--- config.mk ---
export PLATFORM = sky130hd
export DESIGN_NAME = ogbd_front
export DESIGN_NICKNAME = d
export VERILOG_FILES = /design/src/sv/ogbd_pkg.sv /design/src/sv/ogbd_front.sv
export SDC_FILE = /design/constraint.sdc
export NUM_CORES = 1
export LEC_CHECK = 0
export BUFFER_PORTS_ARGS = -buffer_cell sky130_fd_sc_hd__buf_4
export CAP_MARGIN = 15
export CELL_PAD_IN_SITES_DETAIL_PLACEMENT = 0
export CELL_PAD_IN_SITES_GLOBAL_PLACEMENT = 1
export CORE_MARGIN = 1
export CORE_UTILIZATION = 35
export CTS_CLUSTER_DIAMETER = 60
export DETAILED_ROUTE_END_ITERATION = 12
export PLACE_DENSITY = 0.68
export SYNTH_ARGS = -nofsm -noshare
export SYNTH_HDL_FRONTEND = slang
export SYNTH_SLANG_ARGS = --single-unit
--- constraint.sdc ---
create_clock -name clk -period 7.6 [get_ports clk]
set_input_delay 2.28 -clock clk [delete_from_list [all_inputs] [get_ports clk]]
set_output_delay 2.28 -clock clk [all_outputs]
set_load 0.005 [all_outputs]
--- src/sv/ogbd_pkg.sv ---
`default_nettype none
package ogbd_pkg;

    localparam int ID_COUNT_DEFAULT   = 64;
    localparam int POOL_DEPTH_DEFAULT = 16;

    localparam logic CMD_ARRIVAL   = 1'b0;
    localparam logic CMD_COST_LOAD = 1'b1;
    localparam logic SIDE_TASK     = 1'b0;
    localparam logic SIDE_WORKER   = 1'b1;

    localparam logic [1:0] REG_DELTA = 2'd0;
    localparam logic [1:0] REG_BETA  = 2'd1;
    localparam logic [1:0] REG_GAMMA = 2'd2;

    localparam logic [15:0] WEIGHT_RESET = 16'd256;

    typedef struct packed {
        logic        command;
        logic        side;
        logic [5:0]  node_id;
        logic [5:0]  other_id;
        logic [15:0] arrival_time;
        logic [15:0] deadline;
        logic [15:0] cost_value;
        logic        cost_feasible;
    } in_t;

    typedef struct packed {
        logic        matched;
        logic [5:0]  partner_id;
        logic [31:0] match_weight;
        logic [31:0] bottleneck;
        logic [5:0]  bottleneck_task_id;
        logic [5:0]  bottleneck_worker_id;
        logic [5:0]  expired_count;
        logic        pool_full;
    } out_t;

    typedef struct packed {
        logic [5:0]  id;
        logic [15:0] arr;
        logic [15:0] dl;
    } waiter_t;

    typedef struct packed {
        logic [15:0] delta;
        logic [15:0] beta;
        logic [15:0] gamma;
    } weights_t;

    // Handshake between the front queue and the engine.
    typedef struct packed {
        logic valid;
        in_t  item;
    } cmd_t;

endpackage
`default_nettype wire

--- src/sv/ogbd_front.sv ---
`default_nettype none
module ogbd_front
(
    input  wire logic          clk,
    input  wire logic          rst_n,
    input  wire logic          push,
    output logic               full,
    input  wire ogbd_pkg::in_t item,
    output ogbd_pkg::cmd_t     cmd,
    input  wire logic          take
);

    // Two-entry queue that decouples the input side from the engine.
    ogbd_pkg::in_t slot_reg [2];
    logic          wptr_reg;
    logic          rptr_reg;
    logic [1:0]    count_reg;

    logic do_push;
    logic do_take;

    assign full    = (count_reg == 2'd2);
    assign do_push = push && !full;
    assign do_take = take && (count_reg != 2'd0);

    assign cmd.valid = (count_reg != 2'd0);
    assign cmd.item  = slot_reg[rptr_reg];

    always_ff @(posedge clk)
    begin
        if (do_push)
        begin
            slot_reg[wptr_reg] <= item;
        end
    end

    always_ff @(posedge clk or negedge rst_n)
    begin
        if (!rst_n)
        begin
            wptr_reg  <= 1'b0;
            rptr_reg  <= 1'b0;
            count_reg <= 2'd0;
        end
        else
        begin
            if (do_push)
            begin
                wptr_reg <= !wptr_reg;
            end
            if (do_take)
            begin
                rptr_reg <= !rptr_reg;
            end
            count_reg <= count_reg + 2'(do_push) - 2'(do_take);
        end
    end

endmodule
`default_nettype wire

### Word-level counts from Yosys, hierarchy flattened

Memories as Yosys holds them, arrays and structs flattened.
Cells that the tools add are included.

| storage, ports and cells | value |
|---|---|
| flip-flop bits (word level) | 4 |
| word-level logic and storage cells | 15 |
| output and inout bits | 65 |
| RAM bits | 126 |
| bits of input ports | 67 |
| memories | 1 |

Memories:

| memory | words | bits a word | rd ports | clocked after Yosys merged registers in | write ports | RTL line | text |
|---|---|---|---|---|---|---|---|
| slot_reg | 2 | 63 | 1 | 0 | 1 | ogbd_front.sv:14 | `ogbd_pkg::in_t slot_reg [2];` |

| cells by class | value |
|---|---|
| reduce and logical (&&, ||, !) cells | 6 |
| add/sub/neg operators | 2 |
| muxes and demuxes | 2 |
| equal/unequal tests | 1 |

Operators by type and width:

| kind | number |
|---|---|
| 1-bit zero test | 3 |
| 2-bit by 1-bit adder with 2-bit output | 1 |
| 2-bit == test, second input constant | 1 |
| 1-bit logical AND | 2 |
| 1-bit two-way mux | 2 |
| 2-bit nonzero test | 1 |
| 2-bit by 1-bit subtractor with 2-bit output | 1 |

### Logic depth before layout (Yosys ltp)

Gate-level depths: netlist of run 1.

| logic depth | value |
|---|---|
| depth after elaboration | 5 |
| depth in mapped cells | 7 |
| gate-level depth less buffers | 7 |

### Least setup slack after synthesis of run 1

OpenSTA, ideal clock, no wires.

| timing path | value |
|---|---|
| kind | in2reg |
| from | in push |
| to | mem slot_reg[0][0] (netlist name) (enable) |
| setup time | 0.484 ns |
| data required time | 7.116 ns |
| data arrival time | 5.008 ns |
| path slack | 2.108 ns |
| stages | 2 |
| cells stage by stage | nand2_1 > nor2_1 |

| between the ends | value |
|---|---|
| longest elaborated chain between the ends | 3 |

RTL lines:

| element | RTL line | text |
|---|---|---|
| start: declaration | ogbd_front.sv:6 | `input wire logic push,` |
| 1-bit logical AND | ogbd_front.sv:23 | `assign do_push = push && !full;` |
| 1-bit two-way mux | ogbd_front.sv:31 | `if (do_push)` |
| 1-bit two-way mux (not written as such) | ogbd_front.sv:33 | `slot_reg[wptr_reg] <= item;` |
| end: declaration | ogbd_front.sv:14 |  |

Every way passes these cells.

==> metrics.txt, run 1 <==
# TYPE chip_impl_metric gauge
chip_impl_metric{name="cts_resized",unit=""} 0
chip_impl_metric{name="ys_warn_count",unit=""} 0
chip_impl_metric{name="n_antenna_cell",unit=""} 0
chip_impl_metric{name="drt_wl_total",unit="mm"} 8.61
chip_impl_metric{name="detailed_route_wirelength_on_metal3",unit="um"} 645
chip_impl_metric{name="number_of_antenna_violations_at_the_first_check_in_global_routing",unit=""} 0
chip_impl_metric{name="cts_inserted_buffers",unit=""} 17
chip_impl_info{name="timing.critical_path.from_type",value="register"} 1
chip_impl_metric{name="port-buffer-count",unit=""} 131
chip_impl_metric{name="drc",unit=""} 0
chip_impl_metric{name="worst-r2r-cell-count",unit=""} 4
chip_impl_metric{name="cts.sink_count",unit=""} 130
chip_impl_metric{name="synthDistinctLibCells",unit=""} 16
chip_impl_info{name="worst_hold_path_class",value="register to register"} 1
chip_impl_metric{name="postRouteAntennaNets",unit=""} 0
chip_impl_metric{name="grt_max_degree",unit=""} 42
chip_impl_metric{name="ys_ff_latch",unit=""} 130
chip_impl_metric{name="routed_via_density",unit=""} 4.38
chip_impl_metric{name="htree_num_levels",unit=""} 4
chip_impl_metric{name="worst_setup_hold_path_clk_slew",unit="ns"} 0.06
chip_impl_metric{name="max_ffs_per_register",unit=""} 126
chip_impl_metric{name="report.final.setup_viol",unit=""} 0
chip_impl_metric{name="cap_viol_max_count",unit=""} 0
chip_impl_metric{name="syn_area",unit="um2"} 5050
chip_impl_info{name="synth_top_cell_by_area",value="edfxtp_1"} 1
chip_impl_metric{name="floorplan.die.width",unit="um"} 122
chip_impl_metric{name="finClkSkew",unit="ns"} 0.00947
chip_impl_metric{name="worst_skew_pair_latency",unit="ns"} 0.41
chip_impl_metric{name="place_congestion",unit=""} 0.656
chip_impl_metric{name="dpl.hpwl",unit="mm"} 5.59
chip_impl_metric{name="finalCritPeriodShare",unit="%"} 61.6
chip_impl_info{name="rsz_0062_raised_after_global_routing",value="no"} 1
chip_impl_metric{name="postPlaceCellArea",unit="um2"} 6160
chip_impl_metric{name="m1WireLength",unit="mm"} 3.64
chip_impl_metric{name="fmaxAchievable",unit="GHz"} 0.214
chip_impl_metric{name="residual_overflow_from_global_routing",unit=""} 0
chip_impl_info{name="cpLargestDelayFamily",value="flip-flops"} 1
chip_impl_metric{name="largest_fanout_of_any_net_on_the_critical_path",unit=""} 34
chip_impl_info{name="endpoint_kind",value="output port"} 1
chip_impl_info{name="timing.rr.end",value="slot_reg[0][21]"} 1
chip_impl_info{name="crit_top_cell",value="buf_4"} 1
chip_impl_metric{name="first_global_vias",unit=""} 2480
chip_impl_metric{name="p_total",unit="mW"} 2.66
chip_impl_metric{name="dr.first_iter.drc_count",unit=""} 109
chip_impl_metric{name="crit_buf_inv",unit=""} 2
chip_impl_metric{name="critical_path_required",unit="ns"} 5.32
chip_impl_metric{name="synth_top_area_share",unit="%"} 74.9
chip_impl_metric{name="initial_core_util",unit="%"} 36.1
chip_impl_metric{name="cts.path.max_buffers",unit=""} 2
chip_impl_metric{name="post_synth.cell_area_avg",unit="um2"} 23.6
chip_impl_info{name="timing.hold.worst_endpoint",value="count_reg[0]"} 1
chip_impl_metric{name="worst_ep_arrival_time",unit="ns"} 2.40
chip_impl_metric{name="worst_slew_pin_slew",unit="ns"} 0.978
chip_impl_info{name="cts_tree",value="built"} 1
chip_impl_info{name="timing.setup.critical_path_class",value="register to output port"} 1
chip_impl_metric{name="core.rowCount",unit=""} 43
chip_impl_info{name="critical_path.cell_chain",value="buf_4, mux2_2, buf_4"} 1
chip_impl_metric{name="slew_viol_final",unit=""} 0
chip_impl_metric{name="total_leakage_power",unit="nW"} 2.71
chip_impl_info{name="launch_instance_of_the_worst_register_to_register_path",value="count_reg[0]"} 1
chip_impl_info{name="worst_path_max_delay_cell",value="dfrtp_4"} 1
chip_impl_metric{name="power.density_cell_area",unit="nW/um2"} 393
chip_impl_metric{name="timing.final.hold_violations",unit=""} 0
chip_impl_metric{name="synth_edf_count",unit=""} 126
chip_impl_info{name="critical_path.startpoint",value="rptr_reg"} 1
chip_impl_metric{name="1st_pass_router_iterations",unit=""} 4
chip_impl_metric{name="die_h",unit="um"} 122
chip_impl_metric{name="area_growth_syn_to_layout",unit="%"} 33.9
chip_impl_metric{name="final_net_count",unit=""} 429
chip_impl_metric{name="ys_async_sr_fraction",unit="%"} 3.08
chip_impl_metric{name="met2WireLength",unit="mm"} 4.20
chip_impl_metric{name="finalCriticalPeriod",unit="ns"} 4.68
chip_impl_metric{name="syn_inst",unit=""} 214
chip_impl_metric{name="finalSetupTns",unit="ns"} 0
chip_impl_info{name="yosys_most_used_dff",value="edfxtp_1"} 1
chip_impl_metric{name="final_layout_size_suffix_gt1_share",unit="%"} 61.3
chip_impl_metric{name="postLayoutCellArea",unit="um2"} 6760
chip_impl_metric{name="peakVddDrop",unit="uV"} 169
chip_impl_metric{name="cts_hold_buf",unit=""} 0
chip_impl_info{name="hold_path_startpoint",value="count_reg[0]"} 1
chip_impl_metric{name="fp.dieArea",unit="um2"} 14900
chip_impl_metric{name="critical-path-max-stage-delay",unit="ns"} 0.81
chip_impl_metric{name="first_pass_grt_wire_length",unit="mm"} 12.7
chip_impl_metric{name="i_o_pin_cnt",unit=""} 132
chip_impl_info{name="cts_root_buf",value="clkbuf_16"} 1
chip_impl_metric{name="cts_setup_buffers",unit=""} 0
chip_impl_metric{name="seq_area_frac_synth",unit="%"} 76.9
chip_impl_metric{name="timing.slew.headroom",unit="%"} 34.6
chip_impl_metric{name="reg2reg_slack",unit="ns"} 5.22
chip_impl_metric{name="hold_path_depth",unit=""} 1
chip_impl_metric{name="core_area",unit="um2"} 14000
chip_impl_info{name="area_contributors_post_synth",value="edfxtp_1, mux2_4, buf_12"} 1
chip_impl_metric{name="avgRoutedWirePerCell",unit="um"} 15.6
chip_impl_metric{name="vias",unit=""} 2418
chip_impl_info{name="status",value="finished, final reports clean"} 1
chip_impl_metric{name="groute.usage.overall",unit="%"} 12.1
chip_impl_info{name="synth_commonest_cells",value="edfxtp_1, mux2_4, buf_12, dfrtp_1, mux2_2"} 1
chip_impl_metric{name="synth_nets",unit=""} 283
chip_impl_info{name="top_signal_layer_used",value="met4"} 1
chip_impl_info{name="yosysMostFrequentCell",value="edfxtp_1"} 1
[cell type report]
cell class / count / area [um2]
Inverter: 2 / 7.51
Clock buffer: 18 / 429
Fill cell: 1191 / 7230
Sequential cell: 130 / 3890
Clock inverter: 13 / 168
Timing Repair Buffer: 134 / 1010
Tap cell: 180 / 225
Multi-Input combinational cell: 75 / 1030
[cell usage in the layout, fill, tap and decap left out]
cell | netlist | routed
nand2_1 | 1 | 1
clkbuf_16 | 0 | 17
nand2b_1 | 1 | 1
xnor2_1 | 3 | 3
clkinvlp_4 | 0 | 1
clkinv_1 | 0 | 3
clkinv_4 | 0 | 1
nor2_4 | 0 | 1
buf_4 | 0 | 134
mux2_4 | 59 | 59
xor2_1 | 1 | 1
and2_4 | 1 | 1
dfrtp_1 | 4 | 3
clkinv_2 | 0 | 4
or2_1 | 1 | 1
edfxtp_1 | 126 | 126
bufinv_16 | 0 | 4
ha_1 | 2 | 2
inv_1 | 2 | 2
and3_2 | 0 | 1
mux2_2 | 4 | 4
dfrtp_4 | 0 | 1
clkbuf_1 | 0 | 1
[through the flow]
step,hold slack [ns],util (%),instances,worst slack [ns]
6_report,0.538,48.3,552,2.92
5_1_grt,0.565,48.3,552,2.78
4_1_cts,0.541,48.3,552,2.84
3_5_place_dp,0.527,44.0,521,3.29
3_3_place_gp,0.495,44.0,521,3.30
2_1_floorplan,0.461,-,214,2.11
[worst max path at each step]
stage | slack (ns) | to | cells after the start
floorplan | 2.11 | slot_reg[0][0] | 2
global placement | 3.30 | cmd[62] | 3
detailed placement | 3.29 | cmd[62] | 3
CTS | 2.84 | cmd[62] | 3
global route | 2.78 | cmd[62] | 3
finish | 2.92 | cmd[62] | 3
[power by group]
group          internal [mW]  total, mW  switching [mW]
clock                  0.540      0.815           0.275
combinational          0.473      0.771           0.297
sequential             0.985       1.07          0.0854
total                   2.00       2.66           0.657
[routing by layer]
| layer | vias to the layer above | track usage (%) |
|---|---|---|
| met5 | - | 0 |
| met4 | 0 | 6.40 |
| met3 | 11 | 5.20 |
| met2 | 90 | 18.6 |
| met1 | 1182 | 14.3 |
| li1 | 1135 | - |
[kinds of logic after synthesis]
| kind of cell | after synthesis | share of synthesized area [%] |
|---|---|---|
| DFF | 130 | 76.9 |
| xor gates and xnor gates | 4 | 0.694 |
| buffers and inverters | 9 | 2.75 |
| muxes | 63 | 18.4 |
| adders and majority gates | 2 | 0.496 |
| and+or+nand+nor | 6 | 0.694 |
Note: power is estimated with default switching activity, not from simulation.
==> run 2: changes to the inputs <==
--- a/config.mk
+++ b/config.mk
@@ -13,7 +13,7 @@
 export CORE_UTILIZATION = 35
 export CTS_CLUSTER_DIAMETER = 60
 export DETAILED_ROUTE_END_ITERATION = 12
-export PLACE_DENSITY = 0.68
+export PLACE_DENSITY = 0.7
 export SYNTH_ARGS = -nofsm -noshare
 export SYNTH_HDL_FRONTEND = slang
 export SYNTH_SLANG_ARGS = --single-unit
==> constraint.sdc (replaced) <==
create_clock -name clk -period 3.8 [get_ports clk]
set_input_delay 1.14 -clock clk [delete_from_list [all_inputs] [get_ports clk]]
set_output_delay 1.14 -clock clk [all_outputs]
set_load 0.005 [all_outputs]
==> run 2 against run 1 <==
  * Power rose by 100%
  * Clock power rose by 99%
  * Combinational power rose by 100%
  * Cell area rose by 0.41%
  * Setup slack got worse by 2.3 ns
  * Wire length fell by 0.51%
  * Utilization rose by 0.20 points
==> metrics.txt, run 2 (synthesized netlist as in run 1, its figures left out) <==
# TYPE chip_impl_metric gauge
chip_impl_info{name="status",value="finished, final reports clean"} 1
chip_impl_metric{name="drc",unit=""} 0
chip_impl_metric{name="1st_pass_router_iterations",unit=""} 4
chip_impl_metric{name="floorplan.die.width",unit="um"} 122
chip_impl_metric{name="cts_resized",unit=""} 0
chip_impl_metric{name="number_of_antenna_violations_at_the_first_check_in_global_routing",unit=""} 0
chip_impl_metric{name="worst_skew_pair_latency",unit="ns"} 0.41
chip_impl_metric{name="total_leakage_power",unit="nW"} 2.72
chip_impl_metric{name="core_area",unit="um2"} 14000
chip_impl_info{name="cts_tree",value="built"} 1
chip_impl_metric{name="grt_max_degree",unit=""} 64
chip_impl_metric{name="fp.dieArea",unit="um2"} 14900
chip_impl_metric{name="groute.usage.overall",unit="%"} 12.0
chip_impl_metric{name="dpl_worst_slack",unit="ns"} 1.04
chip_impl_metric{name="slew_viol_final",unit=""} 0
chip_impl_info{name="layout.cells.most_common",value="buf_4"} 1
chip_impl_metric{name="fmaxAchievable",unit="GHz"} 0.316
chip_impl_metric{name="routed_via_density",unit=""} 4.33
chip_impl_metric{name="cts.path.max_buffers",unit=""} 2
chip_impl_metric{name="cts_hold_buf",unit=""} 0
chip_impl_info{name="endpoint_kind",value="output port"} 1
chip_impl_metric{name="total_area_of_multi_input_combinational_cells",unit="um2"} 1040
chip_impl_metric{name="power.density_cell_area",unit="nW/um2"} 783
chip_impl_metric{name="die_h",unit="um"} 122
chip_impl_metric{name="worst_ep_arrival_time",unit="ns"} 2.03
chip_impl_metric{name="vias",unit=""} 2396
chip_impl_info{name="cts_root_buf",value="clkbuf_16"} 1
chip_impl_info{name="timing.setup.critical_path_class",value="register to output port"} 1
chip_impl_metric{name="dr.first_iter.drc_count",unit=""} 114
chip_impl_metric{name="core.rowCount",unit=""} 43
chip_impl_info{name="rsz_0062_raised_after_global_routing",value="no"} 1
chip_impl_metric{name="htree_num_levels",unit=""} 4
chip_impl_metric{name="finalSetupTns",unit="ns"} 0
chip_impl_metric{name="ff_latch_area",unit="um2"} 3890
chip_impl_metric{name="final_layout_size_suffix_gt1_share",unit="%"} 61.9
chip_impl_metric{name="drt_wl_total",unit="mm"} 8.56
chip_impl_metric{name="cap_viol_max_count",unit=""} 0
chip_impl_metric{name="i_o_pin_cnt",unit=""} 132
chip_impl_metric{name="n_antenna_cell",unit=""} 0
chip_impl_metric{name="first_global_vias",unit=""} 2463
chip_impl_metric{name="cts.sink_count",unit=""} 130
chip_impl_metric{name="worst_slew_pin_slew",unit="ns"} 0.924
chip_impl_metric{name="timing.final.hold_violations",unit=""} 0
chip_impl_metric{name="report.final.setup_viol",unit=""} 0
chip_impl_metric{name="max_ffs_per_register",unit=""} 126
chip_impl_metric{name="cts_inserted_buffers",unit=""} 17
chip_impl_metric{name="fillers",unit=""} 1182
chip_impl_metric{name="largest_fanout_of_any_net_on_the_critical_path",unit=""} 38
chip_impl_metric{name="area_growth_syn_to_layout",unit="%"} 34.4
chip_impl_metric{name="residual_overflow_from_global_routing",unit=""} 0
chip_impl_metric{name="critical_path_required",unit="ns"} 2.66
chip_impl_metric{name="cts_setup_buffers",unit=""} 0
chip_impl_metric{name="port-buffer-count",unit=""} 131
chip_impl_metric{name="peakVddDrop",unit="uV"} 404
chip_impl_metric{name="finalCritPeriodShare",unit="%"} 83.4
chip_impl_metric{name="worst_setup_hold_path_clk_slew",unit="ns"} 0.05
chip_impl_metric{name="place_congestion",unit=""} 0.714
chip_impl_metric{name="finClkSkew",unit="ns"} 0.00500
chip_impl_metric{name="finalWorstSetupSlack",unit="ns"} 0.631
chip_impl_metric{name="timing.slew.headroom",unit="%"} 38.4
chip_impl_info{name="worst_hold_path_class",value="register to register"} 1
chip_impl_metric{name="first_pass_grt_wire_length",unit="mm"} 12.8
chip_impl_metric{name="initial_core_util",unit="%"} 36.1
chip_impl_metric{name="final_net_count",unit=""} 429
chip_impl_metric{name="avgRoutedWirePerCell",unit="um"} 15.5
chip_impl_info{name="timing.critical_path.from_type",value="register"} 1
chip_impl_metric{name="finalCriticalPeriod",unit="ns"} 3.17
chip_impl_metric{name="postRouteAntennaNets",unit=""} 0
chip_impl_info{name="most-common-layout-cells",value="buf_4, edfxtp_1, mux2_4"} 1
[run 2: changes by cell type in the layout (fill, tap and decap cells not counted), sizes merged]
cell      before  now
clkbuf        18   21
bufinv         4    3
clkinv         8    6
clkinvlp       1    2
[run 2: metal layers]
metal  track usage, %  routed length [um]  part of all wire, %  vias up
li1                 -                   -                    -     1135
met3             5.52                 613                  7.2        8
met1             14.3                3640                   42     1166
met5                0                   0                    0        -
met2             18.1                4200                   49       87
met4             5.95                 110                  1.3        0
[run 2: worst max-delay path, cell delays in order, from the launching register on]
cell and delay [ns]:
dfrtp_4 0.75, buf_12 0.35, mux2_4 0.35, buf_4 0.14
[run 2: power by group]
| part | internal [mW] | switching (mW) | total [mW] |
|---|---|---|---|
| combinational | 0.969 | 0.598 | 1.57 |
| clock | 1.06 | 0.562 | 1.62 |
| sequential | 1.97 | 0.158 | 2.13 |
| total | 4.00 | 1.32 | 5.31 |
[run 2: worst paths after layout]
path / start / endpoint / slack (ns) / depth (start not counted)
worst max-delay path: rptr_reg / cmd[20] / 0.63 / 3
worst max register to register: count_reg[1] / slot_reg[1][57] / 2.04 / 2
worst min-delay path: count_reg[0] / count_reg[0] / 0.51 / 1
worst min register to register: count_reg[0] / count_reg[0] / 0.51 / 1
max in group asynchronous: rst_n / rptr_reg / 3.17 / 1
min in group asynchronous: rst_n / count_reg[0] / 0.52 / 1
[run 2: stage by stage]
step	total power, mW	utilization, %	instances	cell area [um2]	hold slack (ns)
global placement	3.74	44.2	521	6190	0.494
global route	5.58	48.5	553	6790	0.489
CTS	5.40	48.5	553	6790	0.495
detailed placement	3.76	44.2	521	6190	0.505
finish	5.31	48.5	553	6790	0.514
floorplan	3.16	-	214	5050	0.479
[run 2: cell type report]
type | count | area share [%]
multi-input cells | 75 | 15.3
well taps | 180 | 3.32
clock buffers | 21 | 6.79
clock inverters | 11 | 1.99
inverters | 2 | 0.111
repair buffers | 134 | 15.2
flip-flops and latches | 130 | 57.3
==> run 3: changes to the inputs <==
--- a/config.mk
+++ b/config.mk
@@ -13,7 +13,7 @@
 export CORE_UTILIZATION = 35
 export CTS_CLUSTER_DIAMETER = 60
 export DETAILED_ROUTE_END_ITERATION = 12
-export PLACE_DENSITY = 0.7
+export PLACE_DENSITY = 0.68
 export SYNTH_ARGS = -nofsm -noshare
 export SYNTH_HDL_FRONTEND = slang
 export SYNTH_SLANG_ARGS = --single-unit
==> constraint.sdc (replaced) <==
create_clock -name clk -period 3.1 [get_ports clk]
set_input_delay 0.93 -clock clk [delete_from_list [all_inputs] [get_ports clk]]
set_output_delay 0.93 -clock clk [all_outputs]
set_load 0.005 [all_outputs]
==> run 3 against run 2 <==
  * Via count is 2.9% higher
  * First-iteration DRC count is 18% lower
  * Clock-buffer cell count is 3 lower
  * Non-clock buffer count is 2 higher
  * Flip-flop and latch count stayed put
  * Critical path depth stayed put
  * Die area stayed put
  * Cell count is 0.36% higher
  * Critical path type unchanged
==> metrics.txt, run 3 (synthesized netlist as in run 1, its figures left out) <==
# TYPE chip_impl_metric gauge
chip_impl_metric{name="first_global_vias",unit=""} 2588
chip_impl_metric{name="groute.usage.overall",unit="%"} 12.2
chip_impl_info{name="layout.cells.most_common",value="buf_4"} 1
chip_impl_metric{name="peakVddDrop",unit="uV"} 666
chip_impl_info{name="timing.critical_path.from_type",value="register"} 1
chip_impl_metric{name="total_leakage_power",unit="nW"} 2.75
chip_impl_info{name="top_signal_layer_used",value="met4"} 1
chip_impl_metric{name="worst_skew_pair_latency",unit="ns"} 0.41
chip_impl_metric{name="cts_hold_buf",unit=""} 0
chip_impl_metric{name="n_antenna_cell",unit=""} 0
chip_impl_metric{name="largest_fanout_of_any_net_on_the_critical_path",unit=""} 25
chip_impl_metric{name="final_layout_size_suffix_gt1_share",unit="%"} 61.3
chip_impl_metric{name="core.rowCount",unit=""} 43
chip_impl_metric{name="number_of_antenna_violations_at_the_first_check_in_global_routing",unit=""} 0
chip_impl_metric{name="first_pass_grt_wire_length",unit="mm"} 13.0
chip_impl_metric{name="die_h",unit="um"} 122
chip_impl_metric{name="worst_ep_arrival_time",unit="ns"} 1.91
chip_impl_metric{name="1st_pass_router_iterations",unit=""} 4
chip_impl_info{name="timing.setup.critical_path_class",value="register to output port"} 1
chip_impl_info{name="status",value="finished, final reports clean"} 1
chip_impl_metric{name="timing.slew.headroom",unit="%"} 56.6
chip_impl_metric{name="dpl.hpwl",unit="mm"} 5.58
chip_impl_metric{name="htree_num_levels",unit=""} 4
chip_impl_metric{name="instances_no_fill",unit=""} 555
chip_impl_info{name="critical_path.cell_chain",value="buf_12, mux2_2, buf_4"} 1
chip_impl_metric{name="power.density_cell_area",unit="nW/um2"} 972
chip_impl_metric{name="share_seq_of_total_power",unit="%"} 39.0
chip_impl_metric{name="met2WireLength",unit="mm"} 4.22
chip_impl_metric{name="cts.sink_count",unit=""} 130
chip_impl_metric{name="floorplan.die.width",unit="um"} 122
chip_impl_metric{name="initial_core_util",unit="%"} 36.1
chip_impl_metric{name="power_switching",unit="mW"} 1.62
chip_impl_info{name="worst_hold_path_class",value="primary input to async pin"} 1
chip_impl_metric{name="share_comb_of_total_power",unit="%"} 29.9
chip_impl_metric{name="dpl.cell_count",unit=""} 523
chip_impl_metric{name="critical-path-max-stage-delay",unit="ns"} 0.75
chip_impl_metric{name="fmaxAchievable",unit="GHz"} 0.352
chip_impl_info{name="cts_root_buf",value="clkbuf_16"} 1
chip_impl_metric{name="cts_inserted_buffers",unit=""} 17
chip_impl_metric{name="timing.final.hold_violations",unit=""} 0
chip_impl_metric{name="cts_setup_buffers",unit=""} 0
chip_impl_metric{name="worst_setup_hold_path_clk_slew",unit="ns"} 0.05
chip_impl_metric{name="cts.path.max_buffers",unit=""} 2
chip_impl_metric{name="finalSetupTns",unit="ns"} 0
chip_impl_metric{name="slew_viol_final",unit=""} 0
chip_impl_info{name="cts_tree",value="built"} 1
chip_impl_metric{name="final_core_util",unit="%"} 49.1
chip_impl_info{name="endpoint_kind",value="output port"} 1
chip_impl_metric{name="postRouteAntennaNets",unit=""} 0
chip_impl_info{name="worst_path_max_delay_cell",value="dfrtp_4"} 1
chip_impl_metric{name="core_area",unit="um2"} 14000
chip_impl_metric{name="report.final.setup_viol",unit=""} 0
chip_impl_info{name="rsz_0062_raised_after_global_routing",value="no"} 1
chip_impl_metric{name="final_net_count",unit=""} 431
chip_impl_metric{name="vias",unit=""} 2466
chip_impl_metric{name="cellInternalPower",unit="mW"} 5.05
chip_impl_metric{name="cts_resized",unit=""} 0
chip_impl_metric{name="area_growth_syn_to_layout",unit="%"} 36.0
chip_impl_metric{name="i_o_pin_cnt",unit=""} 132
chip_impl_metric{name="fp.dieArea",unit="um2"} 14900
chip_impl_metric{name="worst_slew_pin_slew",unit="ns"} 0.649
chip_impl_metric{name="detailed_route_wirelength_on_metal3",unit="um"} 658
chip_impl_metric{name="finalCritPeriodShare",unit="%"} 91.6
chip_impl_metric{name="grt_max_degree",unit=""} 34
chip_impl_metric{name="finClkSkew",unit="ns"} 0.00688
chip_impl_metric{name="drt_wl_total",unit="mm"} 8.60
chip_impl_metric{name="max_ffs_per_register",unit=""} 126
chip_impl_metric{name="port-buffer-count",unit=""} 131
chip_impl_info{name="launch_instance_of_the_worst_register_to_register_path",value="count_reg[1]"} 1
chip_impl_metric{name="finalCriticalPeriod",unit="ns"} 2.84
chip_impl_metric{name="p_sw_share",unit="%"} 24.3
chip_impl_metric{name="drc",unit=""} 0
chip_impl_metric{name="m1WireLength",unit="mm"} 3.61
chip_impl_metric{name="power.clock.fraction",unit="%"} 31.2
chip_impl_info{name="critical_path.startpoint",value="rptr_reg"} 1
chip_impl_metric{name="dr.first_iter.drc_count",unit=""} 94
chip_impl_metric{name="residual_overflow_from_global_routing",unit=""} 0
chip_impl_metric{name="avgRoutedWirePerCell",unit="um"} 15.5
chip_impl_info{name="most-common-layout-cells",value="buf_4, edfxtp_1, mux2_4"} 1
chip_impl_metric{name="place_congestion",unit=""} 0.700
chip_impl_metric{name="cap_viol_max_count",unit=""} 0
chip_impl_metric{name="routed_via_density",unit=""} 4.44
chip_impl_metric{name="critical_path_required",unit="ns"} 2.17
-- run 3: cell count changes in the layout (fill, tap and decap cells not counted), sizes merged --
cell	before	now
buf	134	136
bufinv	3	5
clkbuf	21	18
clkinv	6	8
clkinvlp	2	1
-- run 3: layer usage --
layer	GRT usage, %	vias to the layer above
li1	-	1141
met1	14.5	1207
met2	18.9	106
met3	5.06	12
met4	6.48	0
met5	0	-
-- run 3: critical path, delay by kind of cell (launching register included) --
kind / cells / cell delay [ns]
buffers and inverters: 2 / 0.38
DFF: 1 / 0.75
muxes: 1 / 0.35
-- run 3: power groups by stage --
stage	sequential (mW)	combinational, mW	clock (mW)
final	2.60	1.99	2.08
after global routing	2.65	2.15	2.21
after CTS	2.61	2.05	2.13
after detailed placement	2.64	2.04	0
after global placement	2.62	2.03	0
after floorplan	2.54	1.34	0
-- run 3: area by class of cell --
class                      instances  area [um2]
clock inverter                    14         193
clock buffer                      18         429
tap                              180         225
sequential                       130        3890
multi-input combinational         75        1040
timing repair buffer             136        1080
fill                            1186        7120
inverter                           2        7.51
-- run 3: through the flow --
stage | instance area, um2 | power, mW | setup WS, ns | hold WS, ns
2_1_floorplan | 5050 | 3.87 | 0.0109 | 0.479
3_3_place_gp | 6240 | 4.65 | 0.666 | 0.503
3_5_place_dp | 6240 | 4.68 | 0.660 | 0.509
4_1_cts | 6860 | 6.79 | 0.208 | 0.284
5_1_grt | 6860 | 7.01 | 0.163 | 0.283
6_report | 6860 | 6.67 | 0.260 | 0.310
-- run 3: worst paths after layout --
check                                       end  slack, ns  cells past startpoint
worst min register to register     count_reg[0]       0.52                      1
worst max-delay path                     cmd[2]       0.26                      3
worst min-delay path               count_reg[0]       0.31                      1
max in group asynchronous              rptr_reg       2.67                      1
min in group clk                   count_reg[0]       0.52                      1
worst max register to register  slot_reg[0][61]       1.30                      4
